[src/rtl/apss_pkg.sv]
`default_nettype none
// ----------------------------------------------------------------------------
// apss_pkg: shared types and codes for the converter scan sequencer
// Item layouts, command codes, scan step codes and configuration indexes.
// ----------------------------------------------------------------------------
package apss_pkg;

	localparam int CFG_INDEX_W = 2;
	localparam int CFG_DATA_W  = 16;

	localparam logic [CFG_INDEX_W-1:0] REG_MAN_V_EN  = 2'd0;
	localparam logic [CFG_INDEX_W-1:0] REG_MAN_V_VAL = 2'd1;
	localparam logic [CFG_INDEX_W-1:0] REG_MAN_C_EN  = 2'd2;
	localparam logic [CFG_INDEX_W-1:0] REG_MAN_C_VAL = 2'd3;

	localparam logic [1:0] CMD_NONE    = 2'd0;
	localparam logic [1:0] CMD_WRITE   = 2'd1;
	localparam logic [1:0] CMD_READ    = 2'd2;
	localparam logic [1:0] CMD_RELEASE = 2'd3;

	// Converter config bytes: start bit, continuous mode, 16-bit rate, gain.
	localparam logic [7:0] CFG_VOLTAGE   = 8'h84;
	localparam logic [7:0] CFG_CURRENT   = 8'h87;
	localparam int         NOT_READY_BIT = 7;

	localparam logic [2:0] STEP_V_CFG   = 3'd0;
	localparam logic [2:0] STEP_V_ISSUE = 3'd1;
	localparam logic [2:0] STEP_V_WAIT  = 3'd2;
	localparam logic [2:0] STEP_C_CFG   = 3'd3;
	localparam logic [2:0] STEP_C_ISSUE = 3'd4;
	localparam logic [2:0] STEP_C_WAIT  = 3'd5;

	typedef struct packed {
		logic       transfer_done;
		logic [7:0] rx_high_byte;
		logic [7:0] rx_low_byte;
		logic [7:0] rx_status_byte;
	} tick_item_t;

	typedef struct packed {
		logic [1:0]  command;
		logic [7:0]  command_byte;
		logic        mux_select;
		logic [15:0] voltage_counts;
		logic [15:0] current_counts;
		logic        pair_ready;
		logic        fault;
	} result_item_t;

	typedef struct packed {
		logic        man_v_en;
		logic [15:0] man_v_val;
		logic        man_c_en;
		logic [15:0] man_c_val;
	} manual_cfg_t;

endpackage

`default_nettype wire

[src/rtl/apss_core.sv]
`default_nettype none
// ----------------------------------------------------------------------------
// apss_core: scan step state and per-item update
// Holds the step, mux level and stored counts, and forms the result of the
// item presented on advance.
// ----------------------------------------------------------------------------
module apss_core import apss_pkg::*; (
	input  wire logic         clk,
	input  wire logic         arst_n,
	input  wire logic         advance,
	input  wire tick_item_t   item,
	input  wire manual_cfg_t  man_cfg,
	output result_item_t      result
);

	logic [2:0]  step_q, step_d;
	logic        mux_q, mux_d;
	logic [15:0] volt_q, volt_d;
	logic [15:0] curr_q, curr_d;
	logic [15:0] sample;
	logic        not_ready;
	logic [1:0]  cmd;
	logic [7:0]  cbyte;
	logic        ready;
	logic        fault;

	assign sample    = {item.rx_high_byte, item.rx_low_byte};
	assign not_ready = item.rx_status_byte[NOT_READY_BIT];

	always_comb begin
		step_d = step_q;
		mux_d  = mux_q;
		volt_d = volt_q;
		curr_d = curr_q;
		cmd    = CMD_NONE;
		cbyte  = 8'h00;
		ready  = 1'b0;
		fault  = 1'b0;
		case (step_q)
			STEP_V_CFG: begin
				mux_d  = 1'b0;
				cmd    = CMD_WRITE;
				cbyte  = CFG_VOLTAGE;
				step_d = STEP_V_ISSUE;
			end
			STEP_C_CFG: begin
				mux_d  = 1'b1;
				cmd    = CMD_WRITE;
				cbyte  = CFG_CURRENT;
				step_d = STEP_C_ISSUE;
			end
			STEP_V_ISSUE: begin
				if (item.transfer_done) begin
					cmd    = CMD_READ;
					step_d = STEP_V_WAIT;
				end
			end
			STEP_C_ISSUE: begin
				if (item.transfer_done) begin
					cmd    = CMD_READ;
					step_d = STEP_C_WAIT;
				end
			end
			STEP_V_WAIT: begin
				if (item.transfer_done) begin
					if (not_ready) begin
						step_d = STEP_V_ISSUE;
					end else begin
						volt_d = man_cfg.man_v_en ? man_cfg.man_v_val : sample;
						step_d = STEP_C_CFG;
					end
				end
			end
			STEP_C_WAIT: begin
				if (item.transfer_done) begin
					if (not_ready) begin
						step_d = STEP_C_ISSUE;
					end else begin
						curr_d = man_cfg.man_c_en ? man_cfg.man_c_val : sample;
						ready  = 1'b1;
						cmd    = CMD_RELEASE;
						step_d = STEP_V_CFG;
					end
				end
			end
			default: begin
				fault  = 1'b1;
				step_d = STEP_V_CFG;
			end
		endcase
	end

	always_ff @(posedge clk or negedge arst_n) begin
		if (!arst_n) begin
			step_q <= STEP_V_CFG;
			mux_q  <= 1'b0;
			volt_q <= '0;
			curr_q <= '0;
		end else if (advance) begin
			step_q <= step_d;
			mux_q  <= mux_d;
			volt_q <= volt_d;
			curr_q <= curr_d;
		end
	end

	always_comb begin
		result.command        = cmd;
		result.command_byte   = cbyte;
		result.mux_select     = mux_d;
		result.voltage_counts = volt_d;
		result.current_counts = curr_d;
		result.pair_ready     = ready;
		result.fault          = fault;
	end

endmodule

`default_nettype wire

[src/rtl/adc_pair_scan_sequencer.sv]
`default_nettype none
// ----------------------------------------------------------------------------
// adc_pair_scan_sequencer: paired voltage/current converter scan controller
// Each poll tick item steps the sequencer once and yields one result item.
// ----------------------------------------------------------------------------
// Usage: one tick item is accepted per clock and each produces exactly one
// result item. The item goes into an input register, and the step update then
// writes the result register once the output side is free, which raises
// result_valid. Throughput is one item per cycle, limited only by
// result_stall. While a result waits, the input register can still take one
// more item; tick_stall rises only when both registers are full. The user
// must write the manual override registers through cfg_we/cfg_index/cfg_data
// only while no items are in flight; the block does not enforce this.
module adc_pair_scan_sequencer import apss_pkg::*; (
	input  wire logic                   clk,
	input  wire logic                   arst_n,
	input  wire logic                   cfg_we,
	input  wire logic [CFG_INDEX_W-1:0] cfg_index,
	input  wire logic [CFG_DATA_W-1:0]  cfg_data,
	input  wire logic                   tick_valid,
	output logic                        tick_stall,
	input  wire tick_item_t             tick,
	output logic                        result_valid,
	input  wire logic                   result_stall,
	output result_item_t                result
);

	manual_cfg_t  cfg_q;
	logic         valid_s1;
	tick_item_t   item_s1;
	logic         valid_q;
	result_item_t result_q;
	result_item_t result_d;
	logic         out_free;
	logic         advance;
	logic         take_in;

	always_ff @(posedge clk or negedge arst_n) begin
		if (!arst_n) begin
			cfg_q <= '0;
		end else if (cfg_we) begin
			case (cfg_index)
				REG_MAN_V_EN:  cfg_q.man_v_en  <= cfg_data[0];
				REG_MAN_V_VAL: cfg_q.man_v_val <= cfg_data;
				REG_MAN_C_EN:  cfg_q.man_c_en  <= cfg_data[0];
				REG_MAN_C_VAL: cfg_q.man_c_val <= cfg_data;
				default: ;
			endcase
		end
	end

	assign out_free   = !valid_q || !result_stall;
	assign advance    = valid_s1 && out_free;
	assign tick_stall = valid_s1 && !out_free;
	assign take_in    = tick_valid && !tick_stall;

	always_ff @(posedge clk or negedge arst_n) begin
		if (!arst_n) begin
			valid_s1 <= 1'b0;
		end else if (take_in) begin
			valid_s1 <= 1'b1;
		end else if (advance) begin
			valid_s1 <= 1'b0;
		end
	end

	always_ff @(posedge clk) begin
		if (take_in) begin
			item_s1 <= tick;
		end
	end

	apss_core u_core (
		.clk     (clk),
		.arst_n  (arst_n),
		.advance (advance),
		.item    (item_s1),
		.man_cfg (cfg_q),
		.result  (result_d)
	);

	always_ff @(posedge clk or negedge arst_n) begin
		if (!arst_n) begin
			valid_q <= 1'b0;
		end else if (out_free) begin
			valid_q <= valid_s1;
		end
	end

	always_ff @(posedge clk) begin
		if (advance) begin
			result_q <= result_d;
		end
	end

	assign result_valid = valid_q;
	assign result       = result_q;

`ifndef NO_ASSERTIONS
	// The step register only ever holds the six scan steps.
	a_no_fault: assert property (@(posedge clk) disable iff (!arst_n)
		!(result_valid && result.fault))
		else $error("scan step left its legal range");

	a_pair_release: assert property (@(posedge clk) disable iff (!arst_n)
		(result_valid && result.pair_ready) |-> (result.command == CMD_RELEASE))
		else $error("pair_ready without bus release");

	a_cfg_byte_mux: assert property (@(posedge clk) disable iff (!arst_n)
		(result_valid && result.command == CMD_WRITE) |->
		((result.command_byte == CFG_VOLTAGE && !result.mux_select) ||
		 (result.command_byte == CFG_CURRENT && result.mux_select)))
		else $error("config byte does not match mux select");

	a_accept_when_empty: assert property (@(posedge clk) disable iff (!arst_n)
		!result_valid |-> !tick_stall)
		else $error("input stalled while result register is empty");
`endif

endmodule

`default_nettype wire

[config.mk]
export PLATFORM = sky130hd
export DESIGN_NAME = adc_pair_scan_sequencer
export DESIGN_NICKNAME = d
export VERILOG_FILES = /design/src/rtl/apss_pkg.sv /design/src/rtl/apss_core.sv /design/src/rtl/adc_pair_scan_sequencer.sv
export SDC_FILE = /design/constraint.sdc
export NUM_CORES = 1
export LEC_CHECK = 0
export BUFFER_PORTS_ARGS = -buffer_cell sky130_fd_sc_hd__buf_4
export CELL_PAD_IN_SITES_DETAIL_PLACEMENT = 1
export CELL_PAD_IN_SITES_GLOBAL_PLACEMENT = 1
export CORE_AREA = 10 10 106 131
export CTS_CLUSTER_SIZE = 25
export DETAILED_ROUTE_END_ITERATION = 8
export DIE_AREA = 0 0 116 141
export PLACE_DENSITY = 0.84
export REMOVE_ABC_BUFFERS = 1
export SLEW_MARGIN = 20
export SYNTH_ARGS = -nofsm -noshare
export SYNTH_HDL_FRONTEND = slang
export SYNTH_SLANG_ARGS = --single-unit
[constraint.sdc]
create_clock -name clk -period 3.3 [get_ports clk]
set_input_delay 0.165 -clock clk [delete_from_list [all_inputs] [get_ports clk]]
set_output_delay 0.165 -clock clk [all_outputs]
set_load 0.05 [all_outputs]
==> out/metrics.cfg, run 1 <==
[outcome]
outcome = completed

[worst_setup_path]
crit-reg2reg-launch = result_valid$_DFFE_PN0P_
r2r_cells = 5
required_ps = 3590
crit_fanout = 17
r2r_slack_ps = 1310
crit_path_start_kind = input pin
regToRegEndpoint = u_core.curr_q[4]$_DFFE_PN0P_
cp-end-kind = flip-flop
critPathKind = input pin to flip-flop
arrival_ps = 2290

[synthesis]
ys_top_cells_by_count = mux2_2 (100), dfrtp_1 (72), edfxtp_1 (57)
synthArstFlopShare_pct = 55.8
ys_seq_area_share_pct = 63.5
synth_most_common_cell = mux2_2
synth_edf_count = 57
synth_top_area_share_pct = 32.6
synth_area_leader_cell = dfrtp_1
yosys-top-cells-area = dfrtp_1 (33%), edfxtp_1 (31%), mux2_2 (20%), mux2_4 (5.4%), mux2_1 (2.0%)
synthCells = 324
syn_area_per_cell_um2 = 17.1
synth_seq_cells = 129
yosysWarnings = 0
synthesis.area_um2 = 5530
ys_types = 39
ys.flop_type = dfrtp_1

[floorplanning]
die_h_um = 141
dieArea_um2 = 16400
core_area_um2 = 11500
die_w_um = 116
start_util_pct = 48.3
fp-row-count = 44
pin_count = 95

[finish]
diodes = 0
num-fill-cells = 1066
area_growth_syn_to_layout_pct = 27.6
stdcell_count = 595
fin_nets = 492
fin_area_um2 = 7060
multi_input_area_um2 = 1850
register_area_um2 = 3510
final_util_pct = 61.6
drive_gt1_share_pct = 53.2

[clocking]
cts_made_buffers = 17
clock_sinks = 129
clockBufferDepth = 2
clk_pin_slew_ps = 60
insertion_delay_ps = 410
cts_tree = built
htree_levels = 4
clk_root_buffer_cell = clkbuf_16

[worst_hold_path]
hold_end = cfg_q[5]$_DFFE_PN0P_
holdCritPathClass = input pin to flip-flop
hold_path_depth = 2
hold_start = cfg_data[5]

[route]
dr_total_vias = 3152
ant_nets = 0
drc = 0
dr.pass1.iters = 4
vias_per_cell = 5.30
wl_per_cell_um = 22.5
drt_iter0_markers = 128
wirelength_um = 13400

[global_route]
grt_max_degree = 73
grt_pass1_wl_um = 21100
antenna_found_initial = 0
track_usage_pct = 17.1
grt_pass1_vias = 3699
gr-total-overflow = 0

[timing]
hold_ws_ps = 6.52
fin_ws_ps = 1300
tightest_slew_ps = 1090
slew_viol_final = 0
max_freq_ghz = 0.501
finalHoldViolations = 0
finalSetupViolCount = 0
skew_ps = 10.8
finalSetupTns_ps = 0
slew_headroom_pct = 27.4
rsz0062_at_grt = false
min_period_over_period_pct = 60.5
fin_crit_ps = 2000

[place]
placed_cells = 531
dpl.hpwl_um = 8090
routabilityCongestion = 0.735
pre_cts_slack_ps = 1340
port_buffers = 83
dpl_cell_area_um2 = 6200

[flow_run]
max_cap_viol_count = 0

[power_and_ir_drop]
ir_drop_mv = 0.411
p_leak_nw = 3.10
p_per_area_nw_per_um2 = 758
p_total_mw = 5.35

## critical path, cell delays in order
cell and delay [ps]:
dlygate4sd3_1 540, buf_4 150, a21bo_4 250, inv_4 230, and4_1 250, buf_4 320
mux2_2 390
## per-layer routing
metal	track usage (%)	up-vias	wire length [um]
met5	0	-	0
met4	5.28	0	125
met3	4.63	12	485
met2	31.4	58	7660
met1	18.5	1650	5110
li1	-	1432	-
## logic make-up (layout without fill, tap and decap cells)
group,after synthesis,in the layout,synth area share [%]
flops,129,129,63.5
other cells,1,4,0.0678
compound gates,13,13,1.65
mux,130,130,27.8
buf+inv,25,155,3.21
fa+ha+maj,1,1,0.181
simple gates,24,24,3.37
xor+xnor,1,1,0.158
## cells in the final DEF (no fill, tap or decap), types with 5 or more instances in the layout
master / instances
buf_4: 86
clkbuf_16: 17
clkinvlp_4: 5
dfrtp_1: 72
dlygate4sd3_1: 32
edfxtp_1: 57
mux2_1: 10
mux2_2: 100
mux2_4: 20
o21ai_0: 6
## where the power goes
part | leakage, nW | total, mW | internal [mW] | switching, mW
combinational | 1.39 | 1.35 | 0.617 | 0.732
sequential | 1.46 | 2.33 | 2.08 | 0.246
clock | 0.251 | 1.68 | 1.01 | 0.669
total | 3.10 | 5.35 | 3.71 | 1.65
## timing repair
action | CTS | global route
resized for setup | 0 | 0
endpoints found under the hold margin | 106 | 1
hold buffers | 31 | 1
setup buffers | 0 | 0
## final cells by class
type | count | area share [%]
Clock buffer | 22 | 6.72
Clock inverter | 10 | 0.868
Inverter | 5 | 0.301
Multi-Input combinational cell | 173 | 26.2
Sequential cell | 129 | 49.8
Tap cell | 138 | 2.45
Timing Repair Buffer | 118 | 13.7
## sequential cells by signal, summed over array words and instances (netlist names)
name,flops
cfg_q,34
item_s1,18
result,39
result_valid,1
u_core.curr_q,16
u_core.mux_q,1
u_core.step_q,3
u_core.volt_q,16
valid_s1,1
## how the worst max path moves through the flow
stage	endpoint	depth (start not counted)	slack (ps)	startpoint
floorplan	u_core.curr_q[0]$_DFFE_PN0P_	4	870	result_valid$_DFFE_PN0P_
global placement	result[26]$_DFFE_PP_	2	1350	cfg_q[33]$_DFFE_PN0P_
detailed placement	u_core.curr_q[4]$_DFFE_PN0P_	5	1340	result_valid$_DFFE_PN0P_
CTS	u_core.curr_q[4]$_DFFE_PN0P_	5	1280	result_valid$_DFFE_PN0P_
global route	u_core.curr_q[4]$_DFFE_PN0P_	5	1210	result_valid$_DFFE_PN0P_
finish	u_core.curr_q[4]$_DFFE_PN0P_	7	1300	result_stall
(Power assumes the default switching activity.)
==> inputs of run 2 (changes only) <==
- CORE_AREA: 10 10 106 131 -> 10 10 114 142
- DIE_AREA: 0 0 116 141 -> 0 0 124 152
- PLACE_DENSITY: 0.84 -> 0.76
- clock period: 3.3 -> 1.6 ns (I/O delays scaled with it)
==> out/metrics.cfg, run 2 (synthesized netlist as in run 1, its figures left out) <==
[outcome]
outcome = completed

[clocking]
htree_levels = 4  ; unchanged
cts_made_buffers = 17  ; unchanged
cts_tree = built
clock_sinks = 129  ; unchanged
clockBufferDepth = 2  ; unchanged
clk_pin_slew_ps = 50  ; about the same
clk_root_buffer_cell = clkbuf_16
insertion_delay_ps = 420  ; about the same

[power_and_ir_drop]
p_seq_share_pct = 39.2  ; -4.2 points
clock_power_share_pct = 33.8  ; +2.4 points
swShare_pct = 29.4  ; -1.4 points
combPwrFrac_pct = 27.0  ; +1.8 points
switchingPower_mw = 3.49  ; +110%
p_leak_nw = 3.38  ; +9.0%
ir_drop_mv = 0.786  ; +91%
p_per_area_nw_per_um2 = 1560  ; +110%
p_total_mw = 11.9  ; +120%
internal_power_mw = 8.39  ; +130%

[timing]
rsz0062_at_grt = true
slew_viol_final = 0  ; unchanged
max_freq_ghz = 0.632
finalSetupTns_ps = 0  ; unchanged
hold_ws_ps = 48.9  ; +42.4 ps
fin_crit_ps = 1580
tightest_slew_ps = 545  ; -541 ps
finalHoldViolations = 0  ; unchanged
min_period_over_period_pct = 98.9
fin_ws_ps = 16.8  ; -1290 ps
slew_headroom_pct = 63.6  ; +36 points
skew_ps = 7.54  ; -3.23 ps
finalSetupViolCount = 0  ; unchanged

[global_route]
gr-total-overflow = 0  ; unchanged
antenna_found_initial = 0  ; unchanged
grt_pass1_wl_um = 22400  ; +6.1%
met2_usage_pct = 27.7  ; -3.7 points
grt_max_degree = 40  ; -45%
track_usage_pct = 15.8  ; -1.4 points
use_met1_pct = 17.5  ; -1.0 points
grt_pass1_vias = 3930  ; +6.2%
busiest_layer = met2
grt_use_met3_pct = 4.30  ; -0.33 points

[finish]
fin_area_um2 = 7610  ; +7.8%
stdcell_count = 665  ; +12%
drive_gt1_share_pct = 56.1  ; +2.9 points
diodes = 0  ; unchanged
area_growth_syn_to_layout_pct = 37.6
fin_nets = 525  ; +6.7%
layout_commonest_cell = buf_4
layout_common_cells = buf_4 (101), mux2_2 (100), dfrtp_1 (72)
final_util_pct = 56.3  ; -5.4 points
largest_reg_flops = 39  ; unchanged

[worst_setup_path]
crit-reg2reg-launch = item_s1[7]$_DFFE_PP_
required_ps = 1760  ; -1830 ps
crit_path_start_kind = flip-flop
path_cells = nor2b_2 -> buf_6 -> nand3_4 -> buf_12 -> mux2_2
crit_fanout = 5  ; -12
cp-end-kind = flip-flop
critical-path-slowest-cell = edfxtp_1
max_stage_delay_ps = 440  ; -100 ps
critPathKind = flip-flop to flip-flop
critPathLaunch = item_s1[7]$_DFFE_PP_
arrival_ps = 1750  ; -540 ps

[worst_hold_path]
hold_start = cfg_index[1]
holdCritPathClass = input pin to flip-flop

[route]
vias_per_cell = 4.94  ; -6.8%
drc = 0  ; unchanged
drt_iter0_markers = 108  ; -16%
wirelength_um = 14000  ; +5.0%
ant_nets = 0  ; unchanged
wl_per_cell_um = 21.1  ; -6.1%
dr_total_vias = 3285  ; +4.2%
dr.pass1.iters = 4  ; unchanged

[floorplanning]
die_h_um = 152  ; +7.8%
die_w_um = 124  ; +6.9%
fp-row-count = 48  ; +9.1%
dieArea_um2 = 18800  ; +15%
core_area_um2 = 13500  ; +18%
start_util_pct = 40.9  ; -7.4 points
pin_count = 95  ; unchanged

[place]
placed_cells = 590  ; +11%
pre_cts_slack_ps = -39.0  ; -1380 ps
dpl.hpwl_um = 9090  ; +12%
port_buffers = 83  ; unchanged
routabilityCongestion = 0.740  ; +0.71%
dpl_cell_area_um2 = 6540  ; +5.4%

[flow_run]
max_cap_viol_count = 0  ; unchanged

## run 2: per-layer routing
metal | up-vias | wire length (um)
met5 | - | 0
met4 | 0 | 244
met3 | 22 | 501
met2 | 65 | 7860
met1 | 1697 | 5440
li1 | 1501 | -
## run 2: worst paths after layout
kind                                                 end  slack [ps]  depth (start not counted)
max reg2reg                          result[4]$_DFFE_PP_          20                          5
min in group asynchronous  u_core.volt_q[15]$_DFFE_PN0P_         190                          2
min                                cfg_q[33]$_DFFE_PN0P_          50                          3
min reg2reg                         cfg_q[6]$_DFFE_PN0P_         500                          1
max in group asynchronous       result_valid$_DFFE_PN0P_         820                          3
max                                  result[4]$_DFFE_PP_          20                          5
## run 2: power groups by stage
stage | combinational [mW] | sequential [mW] | clock [mW]
floorplan | 1.25 | 5.41 | 0
global placement | 2.96 | 4.64 | 0
detailed placement | 3.08 | 4.69 | 0
CTS | 3.20 | 4.64 | 4.09
global route | 3.42 | 4.73 | 4.23
finish | 3.20 | 4.65 | 4.02
## run 2: cell type report
type	count	area, um2
clock inverters	12	164
well taps	175	219
clock buffers	20	447
inverters	5	21.3
multi-input cells	173	1870
fillers	1293	5910
flip-flops and latches	129	3510
repair buffers	151	1380
## run 2: timing repair
| action | in CTS | in global routing |
|---|---|---|
| hold buffers | 38 | 0 |
| hold endpoints to repair | 92 | 0 |
| pin swaps | 0 | 0 |
| gates resized for setup | 1 | 6 |
| setup buffers | 1 | 3 |
| setup endpoints to repair | 21 | 27 |
| cloned | 0 | 1 |
## run 2: worst max-delay path: cells and delay by family (launching register included)
family | cells | cell delay, ps
buf+inv | 2 | 290
flops | 1 | 440
mux | 1 | 270
simple gates | 2 | 320
==> inputs of run 3 (changes only) <==
- MAX_ROUTING_LAYER: default -> met4
==> out/metrics.cfg, run 3 (synthesized netlist as in run 1, its figures left out) <==
[timing]
slew_headroom_pct = 63.8  ; +0.18 points
min_period_over_period_pct = 98.9  ; about the same
skew_ps = 6.57  ; -0.972 ps
max_freq_ghz = 0.632  ; about the same
finalHoldViolations = 0  ; unchanged
slew_viol_final = 0  ; unchanged
fin_crit_ps = 1580  ; -0.416 ps
rsz0062_at_grt = true
tightest_slew_ps = 543  ; -2.67 ps
finalSetupViolCount = 0  ; unchanged
hold_ws_ps = 49.4  ; +0.528 ps

[route]
ant_nets = 0  ; unchanged
dr.pass1.iters = 5  ; +1
drc = 0  ; unchanged
dr_total_vias = 3277  ; -0.24%
wl_per_cell_um = 21.1  ; about the same
wirelength_um = 14000  ; about the same
drt_iter0_markers = 121  ; +12%
vias_per_cell = 4.93  ; -0.24%

[finish]
diodes = 0  ; unchanged
drive_gt1_share_pct = 56.1  ; unchanged
largest_reg_flops = 39  ; unchanged
final_util_pct = 56.3  ; unchanged
layout_common_cells = buf_4 (101), mux2_2 (100), dfrtp_1 (72)
layout_commonest_cell = buf_4
area_growth_syn_to_layout_pct = 37.6  ; unchanged
fin_nets = 525  ; unchanged
num-fill-cells = 1293  ; unchanged

[power_and_ir_drop]
p_per_area_nw_per_um2 = 1560  ; about the same
ir_drop_mv = 0.786  ; about the same
p_total_mw = 11.9  ; about the same
p_leak_nw = 3.38  ; unchanged

[global_route]
gr-total-overflow = 0  ; unchanged
grt_max_degree = 40  ; unchanged
grt_pass1_vias = 3931  ; +0.025%
grt_use_met3_pct = 4.19  ; -0.11 points
use_met1_pct = 17.8  ; +0.28 points
grt_pass1_wl_um = 22400  ; +0.25%
track_usage_pct = 16.3  ; +0.48 points
busiest_layer = met2
met2_usage_pct = 27.7  ; about the same
antenna_found_initial = 0  ; unchanged

[floorplanning]
core_area_um2 = 13500  ; unchanged
dieArea_um2 = 18800  ; unchanged
die_h_um = 152  ; unchanged
fp-row-count = 48  ; unchanged
start_util_pct = 40.9  ; unchanged
pin_count = 95  ; unchanged
die_w_um = 124  ; unchanged

[flow_run]
max_cap_viol_count = 0  ; unchanged

[clocking]
insertion_delay_ps = 420  ; about the same
clock_sinks = 129  ; unchanged
clk_root_buffer_cell = clkbuf_16
cts_made_buffers = 17  ; unchanged
clk_pin_slew_ps = 50  ; about the same
htree_levels = 4  ; unchanged
cts_tree = built
clockBufferDepth = 2  ; unchanged

[worst_setup_path]
max_stage_delay_ps = 440  ; about the same
cp-end-kind = flip-flop
crit_path_start_kind = flip-flop
critical-path-slowest-cell = edfxtp_1
critPathKind = flip-flop to flip-flop
path_cells = nor2b_2 -> buf_6 -> nand3_4 -> buf_12 -> mux2_2
required_ps = 1760  ; about the same
arrival_ps = 1750  ; about the same
crit_fanout = 5  ; unchanged

[place]
routabilityCongestion = 0.749  ; +1.2%
port_buffers = 83  ; unchanged
dpl.hpwl_um = 9090  ; unchanged

[outcome]
outcome = completed

[worst_hold_path]
holdCritPathClass = input pin to flip-flop

==> run 3: cell counts in the layout (fill, tap and decap cells not counted) <==
No cell type changed its count.
==> run 3: power by group <==
group	switching [mW]	leakage (nW)	internal, mW
combinational	1.74	1.61	1.47
sequential	0.359	1.46	4.29
clock	1.39	0.307	2.63
total	3.49	3.38	8.39
==> run 3: what timing repair did <==
action / in CTS / in global routing
setup endpoints to repair: 21 / 27
hold buffers: 38 / 0
gates cloned: 0 / 1
endpoints found under the hold margin: 92 / 0
resized for setup: 1 / 6
buffers inserted: 1 / 3
==> run 3: final timing paths <==
path / slack [ps] / cells past startpoint / endpoint / start
max reg2reg: 20 / 5 / result[4]$_DFFE_PP_ / item_s1[7]$_DFFE_PP_
min reg2reg: 500 / 1 / cfg_q[6]$_DFFE_PN0P_ / cfg_q[6]$_DFFE_PN0P_
min in group asynchronous: 190 / 2 / u_core.volt_q[15]$_DFFE_PN0P_ / arst_n
max in group asynchronous: 810 / 3 / result_valid$_DFFE_PN0P_ / arst_n
min: 50 / 3 / cfg_q[33]$_DFFE_PN0P_ / cfg_index[1]
max: 20 / 5 / result[4]$_DFFE_PP_ / item_s1[7]$_DFFE_PP_
==> run 3: final cells by class <==
type	count	area (um2)	share of cell area, %
sequential	129	3510	46.2
multi-input combinational	173	1870	24.6
timing repair buffer	151	1380	18.1
clock buffer	20	447	5.87
tap	175	219	2.88
clock inverter	12	164	2.15
inverter	5	21.3	0.280
==> run 3: through the flow <==
stage	area [um2]	worst slack (ps)	setup TNS (ps)	instances
6_report	7610	17.3	0	665
5_1_grt	7610	-39.6	-458	665
4_1_cts	7540	-15.0	-22.3	661
3_5_place_dp	6540	-39.0	-441	590
3_3_place_gp	6540	21.2	0	590
2_1_floorplan	5390	-829	-20460	307
==> run 3: critical path, delay by kind of cell (launching register included) <==
kind / cells / cell delay, ps
DFF: 1 / 440
and+or+nand+nor: 2 / 320
buffers and inverters: 2 / 290
muxes: 1 / 270
==> run 3: metal layers <==
metal | part of all wire (%) | routed length (um) | up-vias
li1 | - | - | 1501
met1 | 40 | 5540 | 1692
met2 | 56 | 7830 | 65
met3 | 3.0 | 424 | 19
met4 | 1.7 | 235 | 0
met5 | 0 | 0 | -
